--- src/rtl/vca_pkg.sv ---
// Shared types and constants for the vector cumulative average block.
// No dependencies.
package vca_pkg;

  localparam int VECTOR_MAX     = 64;
  localparam int SAMPLE_WIDTH   = 16;
  localparam int COUNT_WIDTH    = 32;
  localparam int SUM_WIDTH      = SAMPLE_WIDTH + COUNT_WIDTH;
  localparam int POS_WIDTH      = $clog2(VECTOR_MAX);
  localparam int SIZE_WIDTH     = 7;
  localparam int DEC_WIDTH      = 16;
  localparam int CFG_IDX_WIDTH  = 2;
  localparam int CFG_DATA_WIDTH = 16;
  localparam int OUT_DATA_WIDTH = ((SAMPLE_WIDTH + POS_WIDTH + 7) / 8) * 8;
  localparam int STEP_WIDTH     = $clog2(SUM_WIDTH);

  localparam logic [CFG_IDX_WIDTH-1:0] CFG_VECTOR_SIZE   = 2'd0;
  localparam logic [CFG_IDX_WIDTH-1:0] CFG_DECIMATION    = 2'd1;
  localparam logic [CFG_IDX_WIDTH-1:0] CFG_OUTPUT_ENABLE = 2'd2;

  localparam logic KIND_SAMPLE = 1'b0;
  localparam logic KIND_CLEAR  = 1'b1;

  typedef enum logic [4:0] {
    ST_IDLE = 5'b00001,
    ST_ADD  = 5'b00010,
    ST_ABS  = 5'b00100,
    ST_DIV  = 5'b01000,
    ST_FIN  = 5'b10000
  } state_t;

endpackage

--- src/rtl/vca_ram.sv ---
// Generic single-port-write, single-port-read RAM with registered read.
// No dependencies.
module vca_ram #(
  parameter int WIDTH = 48,
  parameter int DEPTH = 64
) (
  input  logic                     clk,
  input  logic                     we,
  input  logic [$clog2(DEPTH)-1:0] waddr,
  input  logic [WIDTH-1:0]         wdata,
  input  logic [$clog2(DEPTH)-1:0] raddr,
  output logic [WIDTH-1:0]         rdata
);

  logic [WIDTH-1:0] mem [DEPTH];

  always_ff @(posedge clk) begin
    if (we) begin
      mem[waddr] <= wdata;
    end
    rdata <= mem[raddr];
  end

endmodule

--- src/rtl/vector_cumulative_average.sv ---
// Vector cumulative average: per-position running sums in RAM, iterative divide.
// Depends on vca_pkg and vca_ram.
// Emitting sample: ST_ADD, ST_ABS, the ST_DIV loop and ST_FIN, which loads the word once the output is free;
// the next word is accepted back in ST_IDLE. Non-emitting sample: ST_ADD, then ST_IDLE; clear word: ST_IDLE only.
// Sync reset: registers to 1/1/1, count, position, phase and sum valid bits to zero.
// Output register lets a new word in while the last result waits for m_axis_tready.
module vector_cumulative_average (
  input  logic                                clk,
  input  logic                                rst,
  input  logic                                s_axis_tvalid,
  output logic                                s_axis_tready,
  input  logic [vca_pkg::SAMPLE_WIDTH-1:0]    s_axis_tdata,  // sample
  input  logic                                s_axis_tuser,  // kind
  output logic                                m_axis_tvalid,
  input  logic                                m_axis_tready,
  output logic [vca_pkg::OUT_DATA_WIDTH-1:0]  m_axis_tdata,  // average, element_index, pad
  output logic                                m_axis_tlast,
  input  logic                                cfg_we,
  input  logic [vca_pkg::CFG_IDX_WIDTH-1:0]   cfg_index,
  input  logic [vca_pkg::CFG_DATA_WIDTH-1:0]  cfg_data
);
  import vca_pkg::*;

  state_t state;

  logic [SIZE_WIDTH-1:0]  vector_size;
  logic [DEC_WIDTH-1:0]   decimation;
  logic                   output_enable;

  logic [COUNT_WIDTH-1:0] count;
  logic [POS_WIDTH-1:0]   position;
  logic [DEC_WIDTH-1:0]   phase;
  logic [VECTOR_MAX-1:0]  valid;

  logic [POS_WIDTH-1:0]    item_pos;
  logic signed [SAMPLE_WIDTH-1:0] item_sample;
  logic                    item_last;
  logic                    item_emit;
  logic signed [SUM_WIDTH-1:0] sum;
  logic [SUM_WIDTH-1:0]    quo;
  logic [COUNT_WIDTH-1:0]  rem;
  logic [STEP_WIDTH-1:0]   step;

  logic [SIZE_WIDTH-1:0]  size_eff;
  logic [DEC_WIDTH-1:0]   dec_eff;
  logic [POS_WIDTH-1:0]   pos_eff;
  logic                   last_vector;
  logic                   last_elem;
  logic                   accept;

  logic [SUM_WIDTH-1:0]   rdata;
  logic [SUM_WIDTH-1:0]   old_sum;
  logic [SUM_WIDTH:0]     sum_wide;
  logic [SUM_WIDTH-1:0]   sum_next;
  logic [COUNT_WIDTH:0]   trial;
  logic                   trial_ok;
  logic signed [SAMPLE_WIDTH-1:0] avg;
  logic                   out_free;

  assign s_axis_tready = (state == ST_IDLE);
  assign accept        = s_axis_tvalid && s_axis_tready;
  assign out_free      = !m_axis_tvalid || m_axis_tready;

  always_comb begin
    if (vector_size == '0) begin
      size_eff = SIZE_WIDTH'(1);
    end else if (vector_size > SIZE_WIDTH'(VECTOR_MAX)) begin
      size_eff = SIZE_WIDTH'(VECTOR_MAX);
    end else begin
      size_eff = vector_size;
    end
    dec_eff     = (decimation == '0) ? DEC_WIDTH'(1) : decimation;
    pos_eff     = ({1'b0, position} >= size_eff) ? '0 : position;
    last_vector = phase >= (dec_eff - DEC_WIDTH'(1));
    last_elem   = ({1'b0, pos_eff} + SIZE_WIDTH'(1)) >= size_eff;
  end

  // saturating add of the sample to the stored sum
  always_comb begin
    old_sum  = valid[item_pos] ? rdata : '0;
    sum_wide = {old_sum[SUM_WIDTH-1], old_sum}
             + (SUM_WIDTH+1)'(signed'(item_sample));
    if (sum_wide[SUM_WIDTH] != sum_wide[SUM_WIDTH-1]) begin
      sum_next = sum_wide[SUM_WIDTH] ? {1'b1, {(SUM_WIDTH-1){1'b0}}}
                                     : {1'b0, {(SUM_WIDTH-1){1'b1}}};
    end else begin
      sum_next = sum_wide[SUM_WIDTH-1:0];
    end
  end

  // restoring divide step
  always_comb begin
    trial    = {rem, quo[SUM_WIDTH-1]};
    trial_ok = trial >= {1'b0, count};
  end

  // saturate quotient to sample range
  always_comb begin
    if (count == '0) begin
      avg = '0;
    end else if (sum < 0) begin
      if (quo >= SUM_WIDTH'(1) << (SAMPLE_WIDTH - 1)) begin
        avg = {1'b1, {(SAMPLE_WIDTH-1){1'b0}}};
      end else begin
        avg = -signed'(quo[SAMPLE_WIDTH-1:0]);
      end
    end else begin
      if (quo >= {{(SUM_WIDTH-SAMPLE_WIDTH+1){1'b0}}, {(SAMPLE_WIDTH-1){1'b1}}}) begin
        avg = {1'b0, {(SAMPLE_WIDTH-1){1'b1}}};
      end else begin
        avg = signed'(quo[SAMPLE_WIDTH-1:0]);
      end
    end
  end

  vca_ram #(
    .WIDTH (SUM_WIDTH),
    .DEPTH (VECTOR_MAX)
  ) u_sums (
    .clk   (clk),
    .we    (state == ST_ADD),
    .waddr (item_pos),
    .wdata (sum_next),
    .raddr (pos_eff),
    .rdata (rdata)
  );

  always_ff @(posedge clk) begin
    if (rst) begin
      vector_size   <= SIZE_WIDTH'(1);
      decimation    <= DEC_WIDTH'(1);
      output_enable <= 1'b1;
    end else if (cfg_we) begin
      unique case (cfg_index)
        CFG_VECTOR_SIZE:   vector_size   <= cfg_data[SIZE_WIDTH-1:0];
        CFG_DECIMATION:    decimation    <= cfg_data[DEC_WIDTH-1:0];
        CFG_OUTPUT_ENABLE: output_enable <= cfg_data[0];
        default: ;
      endcase
    end
  end

  always_ff @(posedge clk) begin
    if (rst) begin
      state         <= ST_IDLE;
      count         <= '0;
      position      <= '0;
      phase         <= '0;
      valid         <= '0;
      m_axis_tvalid <= 1'b0;
    end else begin
      if (state == ST_FIN && out_free) begin
        m_axis_tvalid <= 1'b1;
      end else if (m_axis_tready) begin
        m_axis_tvalid <= 1'b0;
      end
      unique case (state)
        ST_IDLE: begin
          if (accept) begin
            if (s_axis_tuser == KIND_CLEAR) begin
              count    <= '0;
              position <= '0;
              phase    <= '0;
              valid    <= '0;
            end else begin
              if (pos_eff == '0 && count != '1) begin
                count <= count + COUNT_WIDTH'(1);
              end
              if (last_elem) begin
                position <= '0;
                phase    <= last_vector ? '0 : phase + DEC_WIDTH'(1);
              end else begin
                position <= pos_eff + POS_WIDTH'(1);
              end
              state <= ST_ADD;
            end
          end
        end
        ST_ADD: begin
          valid[item_pos] <= 1'b1;
          state <= item_emit ? ST_ABS : ST_IDLE;
        end
        ST_ABS: begin
          state <= ST_DIV;
        end
        ST_DIV: begin
          if (step == '0) begin
            state <= ST_FIN;
          end
        end
        ST_FIN: begin
          if (out_free) begin
            state <= ST_IDLE;
          end
        end
        default: state <= ST_IDLE;
      endcase
    end
  end

  always_ff @(posedge clk) begin
    if (accept) begin
      item_pos    <= pos_eff;
      item_sample <= signed'(s_axis_tdata);
      item_last   <= last_elem;
      item_emit   <= last_vector && output_enable;
    end
    if (state == ST_ADD) begin
      sum <= signed'(sum_next);
    end
    if (state == ST_ABS) begin
      quo  <= (sum < 0) ? SUM_WIDTH'(-sum) : SUM_WIDTH'(sum);
      rem  <= '0;
      step <= STEP_WIDTH'(SUM_WIDTH - 1);
    end
    if (state == ST_DIV) begin
      quo  <= {quo[SUM_WIDTH-2:0], trial_ok};
      rem  <= trial_ok ? COUNT_WIDTH'(trial - {1'b0, count}) : trial[COUNT_WIDTH-1:0];
      step <= step - STEP_WIDTH'(1);
    end
    if (state == ST_FIN && out_free) begin
      m_axis_tdata <= {{(OUT_DATA_WIDTH-SAMPLE_WIDTH-POS_WIDTH){1'b0}}, item_pos, avg};
      m_axis_tlast <= item_last;
    end
  end

endmodule

--- config.mk ---
export PLATFORM = sky130hd
export DESIGN_NAME = vector_cumulative_average
export DESIGN_NICKNAME = d
export VERILOG_FILES = /design/src/rtl/vca_pkg.sv /design/src/rtl/vca_ram.sv /design/src/rtl/vector_cumulative_average.sv
export SDC_FILE = /design/constraint.sdc
export NUM_CORES = 2
export LEC_CHECK = 0
export BUFFER_PORTS_ARGS = -buffer_cell sky130_fd_sc_hd__buf_2
export CORE_MARGIN = 5
export CORE_UTILIZATION = 25
export CTS_BUF_LIST = sky130_fd_sc_hd__clkbuf_16
export DETAILED_ROUTE_END_ITERATION = 8
export PLACE_DENSITY = 0.45
export SYNTH_ARGS = -nofsm -noshare
export SYNTH_HDL_FRONTEND = slang
export SYNTH_SLANG_ARGS = --single-unit
--- constraint.sdc ---
create_clock -name clk -period 7.8 [get_ports clk]
set_clock_uncertainty 0.1 [all_clocks]
set_input_delay 2.34 -clock clk [delete_from_list [all_inputs] [get_ports clk]]
set_output_delay 2.34 -clock clk [all_outputs]
set_load 0.01 [all_outputs]
==> flow_summary_export.csv <==
group,metric,value,unit
setup_path,critPathRequiredTime,8.43,ns
routing,drt_first_pass_iters,6,
timing,hold_ws,0.364,ns
timing,period_minus_slack,7.45,ns
yosys,ys_dominant_reg_cell,"edfxtp_1",
timing,clock.fmax,134,MHz
yosys,synth.distinct_cells,85,
grt,grt_max_degree,112,
setup_path,critPathLaunchType,"flop",
clock_tree,cts_tree,"yes",
setup_path,crit_chain,"buf_4 -> mux2_2 -> nand2_1 -> o21ai_0 -> o21ai_0 -> o21ai_0 -> nor3_4 -> buf_12 -> nor2b_1 -> ha_1 -> a21oi_1 -> o211ai_1 -> a21boi_1 -> a21oi_1 -> o31a_1 -> o21bai_1 -> o221a_2 -> nor2_4 -> buf_4 -> o21ai_4 -> buf_6",
timing,setup_violations,0,
routing,drt_iter0_drc,10821,
timing,tightest_slew,1.30,ns
clock_tree,htreeDepth,5,
setup_path,rr_worst_depth,21,
floorplan,core-area,565000,um2
placed_design,placed_area,154000,um2
power_and_ir_drop,leakage,50.3,nW
grt,grt_pass1_vias,87727,
grt,track_usage,17.2,%
yosys,synth_seq_cells,3449,
placed_design,dp_hpwl,292000,um
power_and_ir_drop,power-per-cell-area,310,nW/um2
finish,final_layout_size_suffix_gt1_share,13.8,%
floorplan,die_height,763,um
setup_path,path_class,"reg -> reg",
flow_run,cap_violations,0,
clock_tree,clock_path_buffers,4,
setup_path,cp_slowest_cell,"o21ai_4",
yosys,syn_area,142000,um2
setup_path,crit_cells,21,
setup_path,critical_path.endpoint,"u_sums.mem[12][29]$_DFFE_PP_",
clock_tree,cts_buffers,378,
clock_tree,clock_latency,0.98,ns
yosys,yosys_warnings,0,
clock_tree,cts.sinks,3449,
finish,syn_to_final_growth,17.0,%
power_and_ir_drop,ir_drop,283,uV
grt,grt-ovfl-total,0,
setup_path,cp_max_fo,48,
yosys,synth_cells,9659,
clock_tree,cts-hold-fix-buffers,0,
setup_path,cp.arrival,8.08,ns
floorplan,die_area,581000,um2
routing,postRouteAntennaNets,0,
yosys,ys_seq_area_share,71.8,%
setup_path,crit_path_start,"item_pos[1]$_DFFE_PP_",
routing,wl_per_cell,29.5,um
grt,grt_pass1_wl,715000,um
finish,design_area,166000,um2
setup_path,critPathCaptureType,"flop",
worst_hold_path,hold_class,"reg -> reg",
yosys,avgSynthCellArea,14.7,um2
floorplan,die_w,763,um
timing,relSlewSlack,12.2,%
finish,finalNetCount,10013,
clock_tree,clkTransAtPathRegs,0.06,ns
timing,fin_crit_sh,95.5,%
placed_design,dp.cells,16970,
setup_path,path_delay_family,"compound AO/OA/AOI/OAI gates",
worst_hold_path,hold_depth,2,
placed_design,gp_congestion,0.853,
power_and_ir_drop,total_power,51.4,mW
floorplan,start_util,25.1,%
timing,setup_tns,0,ns
routing,via_per_inst,5.11,
setup_path,r2r-end,"u_sums.mem[12][29]$_DFFE_PP_",
routing,via_count,90427,
timing,drv_slew,0,
setup_path,crit_top_cell,"o21ai_0",
setup_path,critPathMaxStageDelay,0.87,ns
clock_tree,ctsRootBufferMaster,"clkbuf_16",
floorplan,io_pins,67,
yosys,synth_edf_count,3253,
outcome,status,"finished, final reports clean",
timing,hold_viol_final,0,
routing,drc_errors,0,
placed_design,io_buffers,64,
routing,routed_wl,521000,um
setup_path,worst-path-buf-inv,4,
setup_path,r2r_slack,0.35,ns
finish,layout.cells.non_filler,17696,
yosys,async_flop_share,0,%
grt,antenna_found_initial,42,
setup_path,r2r_start,"item_pos[1]$_DFFE_PP_",
floorplan,num_rows,276,
-- cells in the final DEF, fill, tap and decap left out, types with 62 or more instances in the layout --
master / netlist / final
a211oi_1: 211 / 211
a21oi_1: 745 / 736
a311oi_1: 99 / 99
and3_1: 116 / 115
buf_2: 43 / 64
buf_4: 3 / 325
clkbuf_16: 0 / 380
clkinv_1: 2 / 102
clkinv_2: 0 / 62
dfxtp_1: 196 / 192
edfxtp_1: 3253 / 3253
ha_1: 120 / 120
inv_1: 124 / 211
mux2_2: 148 / 148
mux2i_1: 617 / 617
mux4_2: 104 / 104
nand2_1: 651 / 642
nor2_1: 543 / 467
nor2_4: 0 / 76
nor2b_1: 116 / 113
nor4_1: 84 / 83
o2111ai_1: 100 / 100
o211ai_1: 154 / 154
o21ai_0: 668 / 637
o221ai_1: 97 / 97
or3_1: 126 / 126
xnor2_1: 90 / 90
xor2_1: 77 / 77
-- metrics by stage --
| stage | util, % | setup WS (ns) |
|---|---|---|
| finish | 29.3 | 0.351 |
| global route | 29.3 | -0.0457 |
| CTS | 29.3 | 0.137 |
| detailed placement | 27.2 | 0.203 |
| global placement | 27.2 | 0.233 |
| floorplan | - | -0.177 |
-- per-layer routing --
metal  vias up  global-route usage [%]  wire, um
met3       683                    2.43     38400
met4         6                    4.75     15700
met2      3840                    27.3    237000
li1      38168                       -         -
met5         -                       0        43
met1     47730                    24.4    230000
-- logic make-up (layout without fill, tap and decap cells) --
family                   after synthesis  count (layout)  share of synthesized area, %
XOR/XNOR                             167             167                          1.03
flip-flops                          3449            3449                          71.8
buffers and inverters                772            1287                          2.11
multiplexers                         869             869                          7.19
AND/OR/NAND/NOR                     1857            1857                          6.09
AO/OA/AOI/OAI                       2418            2423                          10.7
other                                  1              12                       0.00265
adder cells (fa/ha/maj)              126             126                          1.12
-- report_power, final --
group          switching [mW]  internal, mW  total (mW)
clock network            7.63          9.84        17.5
logic                    7.25          1.61        8.86
registers               0.259          24.8        25.1
total                    15.1          36.3        51.4
-- timing repair --
item,4_1_cts,5_1_grt
resized for setup,0,12
setup buffers,0,2
endpoints found under the setup margin,0,808
hold endpoints to repair,0,0
-- how the worst min path moves through the flow --
stage / from / end / slack [ns]
after floorplan: item_last$_DFFE_PP_ / m_axis_tlast$_DFFE_PP_ / 0.30
after global placement: valid[42]$_SDFFE_PP0P_ / valid[42]$_SDFFE_PP0P_ / 0.34
after detailed placement: valid[24]$_SDFFE_PP0P_ / valid[24]$_SDFFE_PP0P_ / 0.35
after CTS: valid[11]$_SDFFE_PP0P_ / valid[11]$_SDFFE_PP0P_ / 0.37
after global routing: valid[40]$_SDFFE_PP0P_ / valid[40]$_SDFFE_PP0P_ / 0.39
final: valid[53]$_SDFFE_PP0P_ / valid[53]$_SDFFE_PP0P_ / 0.36
-- registers in the layout, indices dropped and copies added (netlist names), 22 cells and up --
name	count
u_sums.mem	3072
valid	64
quo	48
sum	48
u_sums.rdata	48
count	32
rem	32
m_axis_tdata	22
-- worst reg2reg max path, stage by stage, from the launching register on --
cell and delay [ns]:
edfxtp_1 0.64, buf_4 0.29, mux2_2 0.36, nand2_1 0.07, o21ai_0 0.14, o21ai_0 0.33, o21ai_0 0.23, nor3_4 0.54
buf_12 0.30, nor2b_1 0.10, ha_1 0.35, a21oi_1 0.31, o211ai_1 0.18, a21boi_1 0.28, a21oi_1 0.19, o31a_1 0.36
o21bai_1 0.29, o221a_2 0.52, nor2_4 0.05, buf_4 0.30, o21ai_4 0.91, buf_6 0.36
-- cell usage after synthesis, drive strengths merged (104+ instances only) --
master,instances,area share (%)
nor2b,116,0.51
buf,108,0.34
and3,116,0.51
dfxtp,196,2.8
clkbuf,536,1.4
a211oi,215,1.2
mux2i,617,4.4
inv,126,0.33
nand2,651,1.7
mux2,148,1.2
o211ai,154,0.82
mux4,104,1.7
o21ai,680,2.4
a21oi,745,2.6
edfxtp,3253,69
or3,126,0.56
ha,120,1.1
nor2,543,1.4
-- final cells by class --
class | count | area, um2
Sequential cell | 3449 | 102000
Antenna cell | 10 | 25.0
Fill cell | 56169 | 399000
Multi-Input combinational cell | 5444 | 38300
Timing Repair Buffer | 450 | 3880
Inverter | 128 | 508
Clock inverter | 329 | 2490
Tap cell | 7506 | 9390
Clock buffer | 380 | 9510
No activity file was read; power rests on OpenSTA's default activity.
